--- src/sv/bfvr_pkg.sv ---
// ---------------------------------------------------------------------------
// bfvr_pkg
// shared constants and types of the bitstream field / vbr reader
// ---------------------------------------------------------------------------
package bfvr_pkg;

   // default byte store depth
   localparam int BUFFER_BYTES_DEF = 4096;

   // field widths
   localparam int SIZE_W  = 13;
   localparam int OFFS_W  = 13;
   localparam int POS_W   = 16;
   localparam int VALUE_W = 64;

   // request function codes
   localparam logic [2:0] FUNC_LOAD  = 3'd0;
   localparam logic [2:0] FUNC_FIXED = 3'd1;
   localparam logic [2:0] FUNC_WIDE  = 3'd2;
   localparam logic [2:0] FUNC_VBR   = 3'd3;
   localparam logic [2:0] FUNC_ALIGN = 3'd4;
   localparam logic [2:0] FUNC_SEEK  = 3'd5;
   localparam logic [2:0] FUNC_TELL  = 3'd6;

   // finished result handed from the engine to the output register
   typedef struct packed {
      logic [VALUE_W-1:0] value;
      logic [POS_W-1:0]   bit_position;
      logic               at_end;
   } bfvr_rsp_type;

endpackage

--- src/sv/bfvr_engine.sv ---
// ---------------------------------------------------------------------------
// bfvr_engine
// cursor state and request sequencer; pulls bits from the byte store
// ---------------------------------------------------------------------------
module bfvr_engine #(
   parameter int  BUFFER_BYTES = bfvr_pkg::BUFFER_BYTES_DEF,
   localparam int AW           = $clog2(BUFFER_BYTES)
) (
   input  logic                       clock,
   input  logic                       reset,
   // request side
   input  logic                       req_valid,
   output logic                       req_ready,
   input  logic [2:0]                 req_func,
   input  logic [6:0]                 req_width,
   input  logic [11:0]                req_load_address,
   input  logic [7:0]                 req_load_byte,
   input  logic [15:0]                req_seek_position,
   // effective data size
   input  logic [12:0]                eff_size,
   // byte store
   output logic                       mem_we,
   output logic [AW-1:0]              mem_waddr,
   output logic [7:0]                 mem_wdata,
   output logic [AW-1:0]              mem_raddr,
   input  logic [7:0]                 mem_rdata,
   // finished result
   output logic                       done_valid,
   input  logic                       done_ready,
   output bfvr_pkg::bfvr_rsp_type     done_rsp
);

   // sequencer states
   localparam logic [1:0] S_IDLE = 2'd0;
   localparam logic [1:0] S_PART = 2'd1;
   localparam logic [1:0] S_POST = 2'd2;
   localparam logic [1:0] S_DONE = 2'd3;

   // what the collected part is used for
   localparam logic [1:0] MODE_FIXED = 2'd0;
   localparam logic [1:0] MODE_VBR   = 2'd1;
   localparam logic [1:0] MODE_SEEK  = 2'd2;

   // control state
   logic [1:0]  state_ff, state_in;
   logic [1:0]  mode_ff, mode_in;
   logic        wide_lo_ff, wide_lo_in;
   logic        wide_hi_ff, wide_hi_in;
   logic        fresh_ff, fresh_in;
   logic [12:0] byte_offset_ff, byte_offset_in;
   logic [7:0]  cur_byte_ff, cur_byte_in;
   logic [3:0]  bits_rem_ff, bits_rem_in;
   logic [5:0]  n_ff, n_in;
   logic [5:0]  got_ff, got_in;

   // payload state
   logic [31:0] pacc_ff, pacc_in;
   logic [63:0] result_ff, result_in;
   logic [6:0]  vpos_ff, vpos_in;
   logic [5:0]  vw_ff, vw_in;
   logic [5:0]  rest_ff, rest_in;

   // bit extraction
   logic        at_end_now;
   logic        fetch;
   logic [7:0]  src;
   logic [3:0]  avail;
   logic [5:0]  need;
   logic [3:0]  k;
   logic [7:0]  take_bits;
   logic [31:0] pacc_add;
   logic [5:0]  got_next;

   // request decode helpers
   logic [6:0]  wide_n;
   logic [5:0]  vbr_w;
   logic [13:0] align_up;
   logic [12:0] align_target;
   logic        load_in_range;
   logic [31:0] load_addr_wide;
   logic [31:0] raddr_wide;

   // vbr merge
   logic [4:0]  vw_m1;
   logic [31:0] payload;
   logic [63:0] payload_shift;

   assign at_end_now = (byte_offset_ff >= eff_size);

   // one step of bits from the buffered byte or a freshly read one
   always_comb begin
      fetch     = (bits_rem_ff == 4'd0);
      src       = fetch ? mem_rdata : cur_byte_ff;
      avail     = fetch ? 4'd8 : bits_rem_ff;
      need      = n_ff - got_ff;
      k         = (need > {2'b00, avail}) ? avail : need[3:0];
      take_bits = src & ~(8'hFF << k);
      pacc_add  = {24'd0, take_bits} << got_ff[4:0];
      got_next  = got_ff + {2'b00, k};
   end

   // decode helpers for a new request
   always_comb begin
      wide_n         = (req_width > 7'd64) ? 7'd64 : req_width;
      if (req_width < 7'd2) begin
         vbr_w = 6'd2;
      end else if (req_width > 7'd32) begin
         vbr_w = 6'd32;
      end else begin
         vbr_w = req_width[5:0];
      end
      align_up       = {1'b0, byte_offset_ff[12:2], 2'b00} + 14'd4;
      align_target   = (align_up > {1'b0, eff_size}) ? eff_size : align_up[12:0];
      load_addr_wide = {20'd0, req_load_address};
      load_in_range  = (load_addr_wide < 32'(BUFFER_BYTES));
   end

   // vbr chunk payload placed at the running offset
   always_comb begin
      vw_m1         = 5'(vw_ff - 6'd1);
      payload       = pacc_ff & ~(32'hFFFF_FFFF << vw_m1);
      payload_shift = {32'd0, payload} << vpos_ff[5:0];
   end

   // sequencer
   always_comb begin
      state_in       = state_ff;
      mode_in        = mode_ff;
      wide_lo_in     = wide_lo_ff;
      wide_hi_in     = wide_hi_ff;
      byte_offset_in = byte_offset_ff;
      cur_byte_in    = cur_byte_ff;
      bits_rem_in    = bits_rem_ff;
      n_in           = n_ff;
      got_in         = got_ff;
      pacc_in        = pacc_ff;
      result_in      = result_ff;
      vpos_in        = vpos_ff;
      vw_in          = vw_ff;
      rest_in        = rest_ff;
      mem_we         = 1'b0;

      unique case (state_ff)
         S_IDLE: begin
            if (req_valid) begin
               result_in  = '0;
               pacc_in    = '0;
               got_in     = '0;
               wide_lo_in = 1'b0;
               wide_hi_in = 1'b0;
               mode_in    = MODE_FIXED;
               state_in   = S_DONE;
               unique case (req_func)
                  bfvr_pkg::FUNC_LOAD: begin
                     mem_we = load_in_range;
                  end
                  bfvr_pkg::FUNC_FIXED: begin
                     n_in     = (req_width > 7'd32) ? 6'd32 : req_width[5:0];
                     state_in = S_PART;
                  end
                  bfvr_pkg::FUNC_WIDE: begin
                     if (wide_n > 7'd32) begin
                        n_in       = 6'd32;
                        rest_in    = 6'(wide_n - 7'd32);
                        wide_lo_in = 1'b1;
                     end else begin
                        n_in = wide_n[5:0];
                     end
                     state_in = S_PART;
                  end
                  bfvr_pkg::FUNC_VBR: begin
                     mode_in  = MODE_VBR;
                     n_in     = vbr_w;
                     vw_in    = vbr_w;
                     vpos_in  = '0;
                     state_in = S_PART;
                  end
                  bfvr_pkg::FUNC_ALIGN: begin
                     if (!at_end_now && (byte_offset_ff[1:0] != 2'b00)) begin
                        byte_offset_in = align_target;
                     end
                     bits_rem_in = '0;
                  end
                  bfvr_pkg::FUNC_SEEK: begin
                     byte_offset_in = req_seek_position[15:3];
                     bits_rem_in    = '0;
                     if (req_seek_position[2:0] != 3'b000) begin
                        mode_in  = MODE_SEEK;
                        n_in     = {3'b000, req_seek_position[2:0]};
                        state_in = S_PART;
                     end
                  end
                  default: begin
                     // tell and the unused code change nothing
                  end
               endcase
            end
         end

         S_PART: begin
            priority if (got_ff == n_ff) begin
               state_in = S_POST;
            end else if (fetch && at_end_now) begin
               // ran out of data: this part reads as zero
               pacc_in  = '0;
               state_in = S_POST;
            end else if (fetch && !fresh_ff) begin
               // read data not yet valid for the cursor, wait
            end else begin
               pacc_in     = pacc_ff | pacc_add;
               cur_byte_in = src >> k;
               bits_rem_in = avail - k;
               got_in      = got_next;
               if (fetch) begin
                  byte_offset_in = byte_offset_ff + 13'd1;
               end
               if (got_next == n_ff) begin
                  state_in = S_POST;
               end
            end
         end

         S_POST: begin
            state_in = S_DONE;
            unique case (mode_ff)
               MODE_FIXED: begin
                  if (wide_lo_ff) begin
                     // low word done, go on with the high part
                     result_in[31:0] = pacc_ff;
                     wide_lo_in      = 1'b0;
                     wide_hi_in      = 1'b1;
                     n_in            = rest_ff;
                     got_in          = '0;
                     pacc_in         = '0;
                     state_in        = S_PART;
                  end else if (wide_hi_ff) begin
                     result_in[63:32] = pacc_ff;
                  end else begin
                     result_in = {32'd0, pacc_ff};
                  end
               end
               MODE_VBR: begin
                  if (vpos_ff < 7'd64) begin
                     result_in = result_ff | payload_shift;
                     vpos_in   = vpos_ff + {2'b00, vw_m1};
                  end
                  if (pacc_ff[vw_m1]) begin
                     got_in   = '0;
                     pacc_in  = '0;
                     state_in = S_PART;
                  end
               end
               default: begin
                  // seek skip bits are dropped
               end
            endcase
         end

         S_DONE: begin
            if (done_ready) begin
               state_in = S_IDLE;
            end
         end
      endcase
   end

   // store read data matches the cursor unless a write got in between
   assign fresh_in = !mem_we;

   // control registers
   always_ff @(posedge clock) begin
      if (reset) begin
         state_ff       <= S_IDLE;
         mode_ff        <= MODE_FIXED;
         wide_lo_ff     <= 1'b0;
         wide_hi_ff     <= 1'b0;
         fresh_ff       <= 1'b0;
         byte_offset_ff <= '0;
         cur_byte_ff    <= '0;
         bits_rem_ff    <= '0;
         n_ff           <= '0;
         got_ff         <= '0;
      end else begin
         state_ff       <= state_in;
         mode_ff        <= mode_in;
         wide_lo_ff     <= wide_lo_in;
         wide_hi_ff     <= wide_hi_in;
         fresh_ff       <= fresh_in;
         byte_offset_ff <= byte_offset_in;
         cur_byte_ff    <= cur_byte_in;
         bits_rem_ff    <= bits_rem_in;
         n_ff           <= n_in;
         got_ff         <= got_in;
      end
   end

   // payload registers
   always_ff @(posedge clock) begin
      pacc_ff   <= pacc_in;
      result_ff <= result_in;
      vpos_ff   <= vpos_in;
      vw_ff     <= vw_in;
      rest_ff   <= rest_in;
   end

   // store ports: read always follows the next cursor
   assign raddr_wide = 32'(byte_offset_in);
   assign mem_raddr  = raddr_wide[AW-1:0];
   assign mem_waddr  = load_addr_wide[AW-1:0];
   assign mem_wdata  = req_load_byte;

   // handshake and result
   assign req_ready              = (state_ff == S_IDLE);
   assign done_valid             = (state_ff == S_DONE);
   assign done_rsp.value         = result_ff;
   assign done_rsp.bit_position  = {byte_offset_ff, 3'b000} - {12'd0, bits_rem_ff};
   assign done_rsp.at_end        = at_end_now && (bits_rem_ff == 4'd0);

endmodule

--- config.mk ---
export PLATFORM = sky130hd
export DESIGN_NAME = bfvr_engine
export DESIGN_NICKNAME = d
export VERILOG_FILES = /design/src/sv/bfvr_pkg.sv /design/src/sv/bfvr_engine.sv
export SDC_FILE = /design/constraint.sdc
export NUM_CORES = 1
export LEC_CHECK = 0
export ABC_CLOCK_PERIOD_IN_PS = 15000
export BUFFER_PORTS_ARGS = -buffer_cell sky130_fd_sc_hd__buf_4
export CAP_MARGIN = 15
export CORE_MARGIN = 2
export CORE_UTILIZATION = 50
export DETAILED_ROUTE_END_ITERATION = 8
export PLACE_DENSITY = 0.71
export SETUP_SLACK_MARGIN = 0.5
export SLEW_MARGIN = 20
export SYNTH_ARGS = -nofsm -noshare
export SYNTH_HDL_FRONTEND = slang
export SYNTH_SLANG_ARGS = --single-unit
export TNS_END_PERCENT = 5
--- constraint.sdc ---
create_clock -name clock -period 15 [get_ports clock]
set_input_delay 2.25 -clock clock [delete_from_list [all_inputs] [get_ports clock]]
set_output_delay 2.25 -clock clock [all_outputs]
set_load 0.03 [all_outputs]
# Word-level counts from Yosys, hierarchy flattened
# Cells that the tools add are included.
# op_classes
eq_ne	36
mux	85
reduce_logical	32
add_sub_neg	9
magnitude_cmp	9
bitwise	9
n_shift	5
# op_table
op	count
2-to-1 mux 32 bit	10
case mux 64 bit (2 select lines)	2
2-to-1 mux 64 bit	2
case mux 32 bit (3 select lines)	1
2-to-1 mux 13 bit	7
2-to-1 mux 6 bit	13
OR 64 bit	1
case mux 32 bit (2 select lines)	1
left shift 32 x 6 -> 64 bit	1
case mux 13 bit (2 select lines)	2
2-to-1 mux 7 bit	5
bitwise AND 32 bit	1
NOT 32 bit	1
OR 32 bit	1
left shift 32 x 5 -> 32 bit (first input constant)	1
left shift 8 x 5 -> 32 bit	1
2-to-1 mux 4 bit	7
case mux 6 bit (2 select lines)	2
case mux 6 bit (4 select lines)	1
inequality test 3 bit (second input constant)	7
2-to-1 mux 2 bit	10
inequality test 2 bit (second input constant)	9
case mux 6 bit (3 select lines)	1
AND reduction 4 bit	4
56 further kinds	94
# word_totals
elab_cells	202
in_bits	71
out_inout_bits	116
register_bits	158

# Logic depth before layout (Yosys ltp)
# Gate-level depths: netlist (run 1).
# logic_depth
word_depth	13
mapped_depth	27
depth_no_buf	25

# Worst setup path after synthesis (run 1)
# Ideal clock, no wire load.
# synth_timing
path_kind	input to output
start	in eff_size[9]
end	out mem_raddr[9]
t_arrival_ns	4.980
path_slack_ns	7.770
stages	14
cell_sequence	inv_1 -> ha_1 -> a21o_1 -> a21o_1 -> a21oi_1 -> a21boi_0 -> o22a_1 -> or4_1 -> clkbuf_1 -> nor2_1 -> a21oi_1 -> a31o_2 -> a211oi_1 -> buf_4
# synth_between
elab_chain_cells	7
# synth_rtl
item	line_no	source
start: declaration	bfvr_engine.sv:20	input logic [12:0] eff_size,
>= comparator 13 bit	bfvr_engine.sv:88	assign at_end_now = (byte_offset_ff >= eff_size);
zero test 1 bit	bfvr_engine.sv:179	if (!at_end_now && (byte_offset_ff[1:0] != 2'b00)) begin
logical AND 1 bit	bfvr_engine.sv:179	
2-to-1 mux 13 bit	bfvr_engine.sv:179	
case mux 13 bit (2 select lines)	bfvr_engine.sv:153	unique case (req_func)
2-to-1 mux 13 bit	bfvr_engine.sv:145	if (req_valid) begin
case mux 13 bit (2 select lines) *	bfvr_engine.sv:143	unique case (state_ff)
end: declaration	bfvr_engine.sv:25	output logic [AW-1:0] mem_raddr,
# Every way passes the cells marked *; elsewhere a longest branch is shown, timed or not. The select of a mux whose other input is x is not followed.

# Worst setup path in the final report (run 1)
# layout_timing
start	in eff_size[9]
end	out mem_raddr[3]
# The elaborated chain is that of the path after synthesis.

==> results of run 1 <==
[worst max path at each step]
stage,cells after the start,slack (ns),to,from
finish,14,6.85,mem_raddr[3],eff_size[9]
global route,14,6.57,mem_raddr[3],eff_size[9]
CTS,14,6.92,mem_raddr[3],eff_size[9]
detailed placement,14,6.93,mem_raddr[3],eff_size[9]
global placement,14,7.06,mem_raddr[3],eff_size[9]
floorplan,14,7.77,mem_raddr[9],eff_size[9]
[Yosys cell counts, types with 10 or more instances]
cell and instances:
a211oi_1 42, and3_1 11, nor3_1 64, a31oi_1 26
o21a_1 16, a21o_1 16, mux4_2 11, mux2_2 14
o22ai_1 15, o31ai_1 17, xnor2_1 32, nor2b_1 29
inv_1 64, nor4_1 15, buf_4 33, mux2i_1 72
a311oi_1 11, buf_1 14, a221oi_1 14, dfxtp_1 44
a21oi_1 178, xor2_1 13, and2_1 23, clkbuf_1 100
a22oi_1 17, nand2b_1 21, a211o_1 10, nand4_1 15
o21ai_0 120, ha_1 57, o211ai_1 19, nand2_1 149
o21ai_1 11, nor2_1 159, edfxtp_1 114, nand3_1 59
[sequential cells by signal, summed over array words and instances (netlist names), 5 cells and up]
name and cells:
cur_byte_ff 8, vpos_ff 7, got_ff 6, n_ff 6, byte_offset_ff 13, vw_ff 5
result_ff 64, pacc_ff 32, rest_ff 6
[cell type report]
type                    instances  area [um^2]
fillers                      2714        12480
multi-input cells            1393         9102
flip-flops and latches        158         4304
repair buffers                169         1269
well taps                     384        480.5
clock buffers                  17        425.4
inverters                      72        270.3
clock inverters                15        136.4
diodes                          2        5.005
[power by group]
part	total, W	switching [W]	internal, W	leakage (nW)
Clock	0.000438	0.000207	0.000231	0.274
Combinational	0.00225	0.00145	0.000800	4.38
Sequential	0.000915	0.000267	0.000648	1.49
[cells by family after synthesis]
| family | count (synthesis) |
|---|---|
| buffers and inverters | 229 |
| AO/OA/AOI/OAI | 602 |
| adder cells (fa/ha/maj) | 61 |
| AND/OR/NAND/NOR | 587 |
| XOR/XNOR | 46 |
| flip-flops | 158 |
| multiplexers | 97 |
[cells in the final DEF, fill, tap and decap left out, types with 13 or more instances in the layout]
cell	netlist	final
a211oi_1	42	42
nand4_1	15	15
o211ai_1	19	19
mux2i_1	72	71
ha_1	57	57
nor3_1	64	64
nand2b_1	21	21
a21oi_1	178	176
nor2b_1	29	27
a21o_1	16	16
buf_4	33	169
o21a_1	16	16
a31oi_1	26	25
o31ai_1	17	17
edfxtp_1	114	114
a22oi_1	17	17
and2_1	23	23
nor2_1	159	159
xor2_1	13	13
nand2_1	149	149
a221oi_1	14	14
inv_1	64	64
o21ai_0	120	120
xnor2_1	32	32
o22ai_1	15	15
nand3_1	59	59
clkbuf_16	0	17
dfxtp_1	44	44
mux2_2	14	14
nor4_1	15	15
[through the flow]
step	area, um^2	util, %	setup slack (ns)	std cells	power (W)
floorplan	14360	-	7.770	1780	0.002425
global placement	15420	54.17	7.061	2176	0.003095
detailed placement	15420	54.17	6.931	2176	0.003115
CTS	15980	56.14	6.921	2208	0.003556
global route	15990	56.16	6.567	2208	0.003810
finish	15990	56.17	6.848	2210	0.003604
[metal layers]
| layer | vias up | wire length [um] | GRT usage, % |
|---|---|---|---|
| met5 | - | 0 | 0 |
| met4 | 0 | 3005 | 17.97 |
| met3 | 156 | 4283 | 6.360 |
| met2 | 815 | 24980 | 57.93 |
| met1 | 7018 | 21300 | 43.71 |
| li1 | 6719 | - | - |
==> reports/results.tsv, run 1 <==
stage	metric	value	unit
outcome	status	complete, no violations	
floorplanning	dieArea	30090	um^2
setup_path	cp.arrival	5.90	ns
floorplanning	dieWidth	173.5	um
clock_tree	cts_setup_buffers	0	
setup_path	crit_family	compound AO/OA/AOI/OAI gates	
timing	post-route-min-period	8.152	ns
synth	synth_warnings	0	
floorplanning	coreArea	28470	um^2
routing	num_vias	14710	
worst_hold_path	hold_path.class	reg2reg	
setup_path	critPathMaxFanout	15	
setup_path	critPathKind	in2out	
worst_hold_path	holdCritStartpoint	cur_byte_ff[1]$_SDFFE_PP0P_	
routing	wl_per_cell	24.24	um
synth	synth_top_cell_by_area	edfxtp_1	
clock_tree	cts.repair.resized	0	
setup_path	r2r_cells	22	
synth	synth_edf_count	114	
flow_run	max-cap-violations	0	
global_routing	grt_max_degree	59	
routing	post_drt_via_cell_ratio	6.655	
global_routing	antenna_found_initial	2	
timing	fin_tns_setup	0	ns
synth	synthXorXnorAreaFrac	2.858	%
timing	tightestPinTransition	1.080	ns
placed_design	place_congestion	0.9789	
placed_design	dpl.hpwl	39.23	mm
setup_path	worst_setup_path_end_kind	primary output	
synth	synth_area_leaders	edfxtp_1 (24%), a21oi_1 (6.2%), dfxtp_1 (6.1%)	
pwr	p_leak	6.138	nW
clock_tree	cts.sinks	158	
timing	rsz0062_at_grt	no	
synth	synth-simple-area-share	19.62	%
setup_path	critPathSlowestCell	nor2_1	
global_routing	grt_overflow	0	
worst_hold_path	hold_depth	1	
timing	skew	0.01542	ns
pwr	power_density	225.3	nW/um^2
setup_path	r2r_end	state_ff[1]$_SDFFE_PP0P_	
synth	synthFlopType	edfxtp_1	
routing	firstDrtPassIters	6	
synth	post-synth-top-area-fraction	23.84	%
global_routing	track_usage	34.98	%
clock_tree	insertion_delay	0.45	ns
synth	ys_seq_area_share	29.98	%
clock_tree	cts_buffers	17	
timing	slew_violations	0	
floorplanning	initial_utilization	50.44	%
worst_hold_path	hold_end	cur_byte_ff[1]$_SDFFE_PP0P_	
floorplanning	top_level_ports	187	
clock_tree	postCtsHoldBufs	0	
pwr	ir_drop	0.2124	mV
clock_tree	htreeDepth	4	
setup_path	reg2reg_from	got_ff[1]$_SDFFE_PP0P_	
layout	drive_gt1_share	14.14	%
timing	setup-violations-final	0	
timing	hold_slack	0.4706	ns
setup_path	required	12.75	ns
setup_path	cp.buffers_inverters	3	
clock_tree	cts.clk_slew.worst_paths	0.07	ns
synth	synthMuxAreaShare	7.842	%
synth	syn_avg_cell_area	8.067	um^2
synth	synth-compound-area-share	27.15	%
timing	slew_headroom	27.40	%
clock_tree	cts_tree	yes	
floorplanning	fp-row-count	62	
setup_path	path_cells	buf_4 > inv_1 > ha_1 > a21o_1 > a21o_1 > a21oi_1 > a21boi_0 > o22a_1 > nor2_1 > nand2_1 > o311ai_0 > a21oi_1 > nor3_1 > buf_4	
routing	drt_iter0_markers	1713	
synth	synth_top_family_by_area	compound AO/OA/AOI/OAI gates	
setup_path	cp-start-kind	primary input	
clock_tree	clockBufferDepth	2	
timing	fmaxAchievable	122.7	MHz
layout	synthToLayoutAreaGrowth	11.38	%
placed_design	io_buffers	146	
synth	synth_cells	1780	
synth	synth_cell_types	89	
timing	period_share	54.35	%
synth	ys_ff_latch	158	
synth	syn_area	14360	um^2
setup_path	slowest_delay	0.74	ns
synth	syn-num-nets	1912	
clock_tree	clock-root-buffer	clkbuf_16	
routing	ant_nets	0	
timing	finalHoldViolCount	0	
global_routing	grt_pass1_wl	82.32	mm
layout	nNetsFinal	1943	
routing	routed_wl	53.57	mm
global_routing	first_global_vias	13760	
setup_path	regToRegSetupSlack	8.42	ns
synth	synthAdderAreaFrac	5.525	%
synth	synth-async-reset-ratio	0	%
floorplanning	die_h	173.5	um
routing	drc_errors	0	
Note: power is estimated with default switching activity, not from simulation.
==> inputs of run 2 (changes only) <==
ABC_CLOCK_PERIOD_IN_PS = 7900   (was 15000)
clock period = 7.9 ns   (was 15 ns; I/O delays follow)
==> reports/results.tsv, run 2 (synthesized netlist as in run 1, its figures left out) <==
stage	metric	value	unit	change
outcome	status	complete, no violations		
global_routing	grt_max_degree	59		unchanged
timing	setup-violations-final	0		unchanged
setup_path	worst_setup_path_end_kind	flop		
floorplanning	initial_utilization	50.44	%	unchanged
layout	largest_reg_flops	64		unchanged
setup_path	required	8.22	ns	-4.53 ns
routing	num_vias	14790		+0.58%
timing	period_share	83.16	%	
setup_path	cp-start-kind	flop		
clock_tree	insertion_delay	0.45	ns	about the same
timing	tightestPinTransition	1.120	ns	+0.03992 ns
timing	slew_violations	0		unchanged
clock_tree	clockBufferDepth	2		unchanged
routing	drc_errors	0		unchanged
pwr	ir_drop	0.3613	mV	+70%
layout	synthToLayoutAreaGrowth	11.61	%	
clock_tree	cts.repair.resized	0		unchanged
global_routing	grt_overflow	0		unchanged
floorplanning	top_level_ports	187		unchanged
layout	num-fill-cells	2683		-1.1%
flow_run	max-cap-violations	0		unchanged
routing	routed_wl	52.29	mm	-2.4%
floorplanning	dieWidth	173.5	um	unchanged
setup_path	critPathKind	reg2reg		
clock_tree	cts_buffers	17		unchanged
floorplanning	dieArea	30090	um^2	unchanged
timing	hold_slack	0.4870	ns	+0.01638 ns
pwr	p_leak	6.154	nW	+0.26%
placed_design	place_congestion	1.012		+3.3%
timing	rsz0062_at_grt	no		
setup_path	slowest_delay	0.75	ns	about the same
layout	top_register	result_ff		
placed_design	dpl.hpwl	38.13	mm	-2.8%
setup_path	critPathSlowestCell	nor2_1		
global_routing	track_usage	34.09	%	-0.89 points
clock_tree	clock-root-buffer	clkbuf_16		
timing	fin_tns_setup	0	ns	unchanged
global_routing	grt_pass1_wl	80.91	mm	-1.7%
clock_tree	cts.sinks	158		unchanged
global_routing	globalRouteMet3Util	6.184	%	-0.18 points
clock_tree	cts.clk_slew.worst_paths	0.08	ns	about the same
routing	ant_nets	0		unchanged
clock_tree	cts_tree	yes		
global_routing	busiest_layer	met2		
pwr	power_density	429.4	nW/um^2	+91%
layout	nNetsFinal	1944		+0.051%
layout	reg_top3	result_ff: 64 flops, pacc_ff: 32 flops, byte_offset_ff: 13 flops		
layout	drive_gt1_share	14.20	%	+0.055 points
floorplanning	coreArea	28470	um^2	unchanged
clock_tree	postCtsHoldBufs	0		unchanged
timing	skew	0.01832	ns	+0.002898 ns
placed_design	io_buffers	146		unchanged
timing	fmaxAchievable	152.2	MHz	
layout	layout_common_cells	a21oi_1 (176), buf_4 (169), nor2_1 (159)		
floorplanning	die_h	173.5	um	unchanged
worst_hold_path	hold_path.class	reg2reg		
global_routing	antenna_found_initial	0		-2
routing	drt_iter0_markers	1858		+8.5%
pwr	total_power	0.006882	W	+91%
setup_path	critPathMaxFanout	17		+2
routing	post_drt_via_cell_ratio	6.697		+0.63%
setup_path	cp.arrival	6.89	ns	+0.99 ns
global_routing	grt_util_met1	42.99	%	-0.72 points
layout	layout_commonest_cell	a21oi_1		
clock_tree	htreeDepth	4		unchanged
timing	post-route-min-period	6.569	ns	
routing	wl_per_cell	23.67	um	-2.3%
global_routing	use_met2	55.32	%	-2.6 points
global_routing	first_global_vias	14030		+1.9%
floorplanning	fp-row-count	62		unchanged
routing	firstDrtPassIters	7		+1
timing	finalHoldViolCount	0		unchanged
timing	slew_headroom	24.71	%	-2.7 points
clock_tree	cts_setup_buffers	0		unchanged
setup_path	path_cells	inv_1 > ha_1 > nor2b_1 > o21a_1 > nor2_1 > xnor2_1 > ha_1 > a21oi_1 > a211oi_1 > a31oi_1 > nand3_1 > nor2_1 > ha_1 > a21o_1 > a21oi_1 > nor2b_1 > o21ai_0 > xnor2_1 > nor4_1 > nor4_1 > a21oi_1 > mux2i_1 > a211oi_1		
-- run 2: changes by cell type in the layout (fill, tap and decap cells not counted) --
cell / delta
inv_8: +1
mux2i_1: +1
inv_6: +3
mux2i_2: -1
clkinv_4: -1
diode_2: -1
buf_16: +1
clkinv_2: -2
clkinv_1: -2
-- run 2: power by group --
part	total, W	leakage (nW)	switching (W)	internal (W)
clock	0.000846	0.279	0.000400	0.000446
sequential	0.00172	1.49	0.000494	0.00123
combinational	0.00431	4.39	0.00277	0.00155
total	0.00688	6.15	0.00366	0.00322
-- run 2: cell type report --
cell class,instances,area (um^2),share of cell area (%)
Multi-Input combinational cell,1393,9099,56.78
Sequential cell,158,4304,26.86
Timing Repair Buffer,170,1296,8.089
Tap cell,384,480.5,2.998
Clock buffer,17,425.4,2.655
Inverter,72,270.3,1.686
Clock inverter,14,147.6,0.9213
Antenna cell,1,2.502,0.01562
-- run 2: per-stage QoR --
| stage | cells | setup slack (ns) | instance area [um^2] | util [%] |
|---|---|---|---|---|
| floorplan | 1780 | 2.703 | 14360 | - |
| global route | 2208 | 0.9072 | 16020 | 56.28 |
| detailed placement | 2177 | 1.562 | 15450 | 54.27 |
| finish | 2209 | 1.331 | 16030 | 56.29 |
| global placement | 2176 | 1.763 | 15420 | 54.17 |
| CTS | 2208 | 1.528 | 16020 | 56.28 |
-- run 2: worst max-delay path, delay by kind of cell, from the launching register on --
kind                     cells  cell delay, ns
AO/OA/AOI/OAI                9            1.84
AND/OR/NAND/NOR              7            1.66
adder cells (fa/ha/maj)      3            1.15
flip-flops                   1            0.70
XOR/XNOR                     2            0.43
buffers and inverters        1            0.42
multiplexers                 1            0.22
-- run 2: path summary, 6_finish.rpt --
kind,to,start,slack (ns),depth (start not counted)
hold reg to reg,cur_byte_ff[3]$_SDFFE_PP0P_,cur_byte_ff[3]$_SDFFE_PP0P_,0.49,1
setup / recovery,state_ff[1]$_SDFFE_PP0P_,got_ff[1]$_SDFFE_PP0P_,1.33,23
hold / removal,cur_byte_ff[3]$_SDFFE_PP0P_,cur_byte_ff[3]$_SDFFE_PP0P_,0.49,1
setup reg to reg,state_ff[1]$_SDFFE_PP0P_,got_ff[1]$_SDFFE_PP0P_,1.33,23
-- run 2: metal layers --
metal | share of wire (%) | routed length (um)
met5 | 0 | 0
met4 | 5.9 | 3070
met3 | 8.1 | 4244
met2 | 46 | 23950
met1 | 40 | 21030
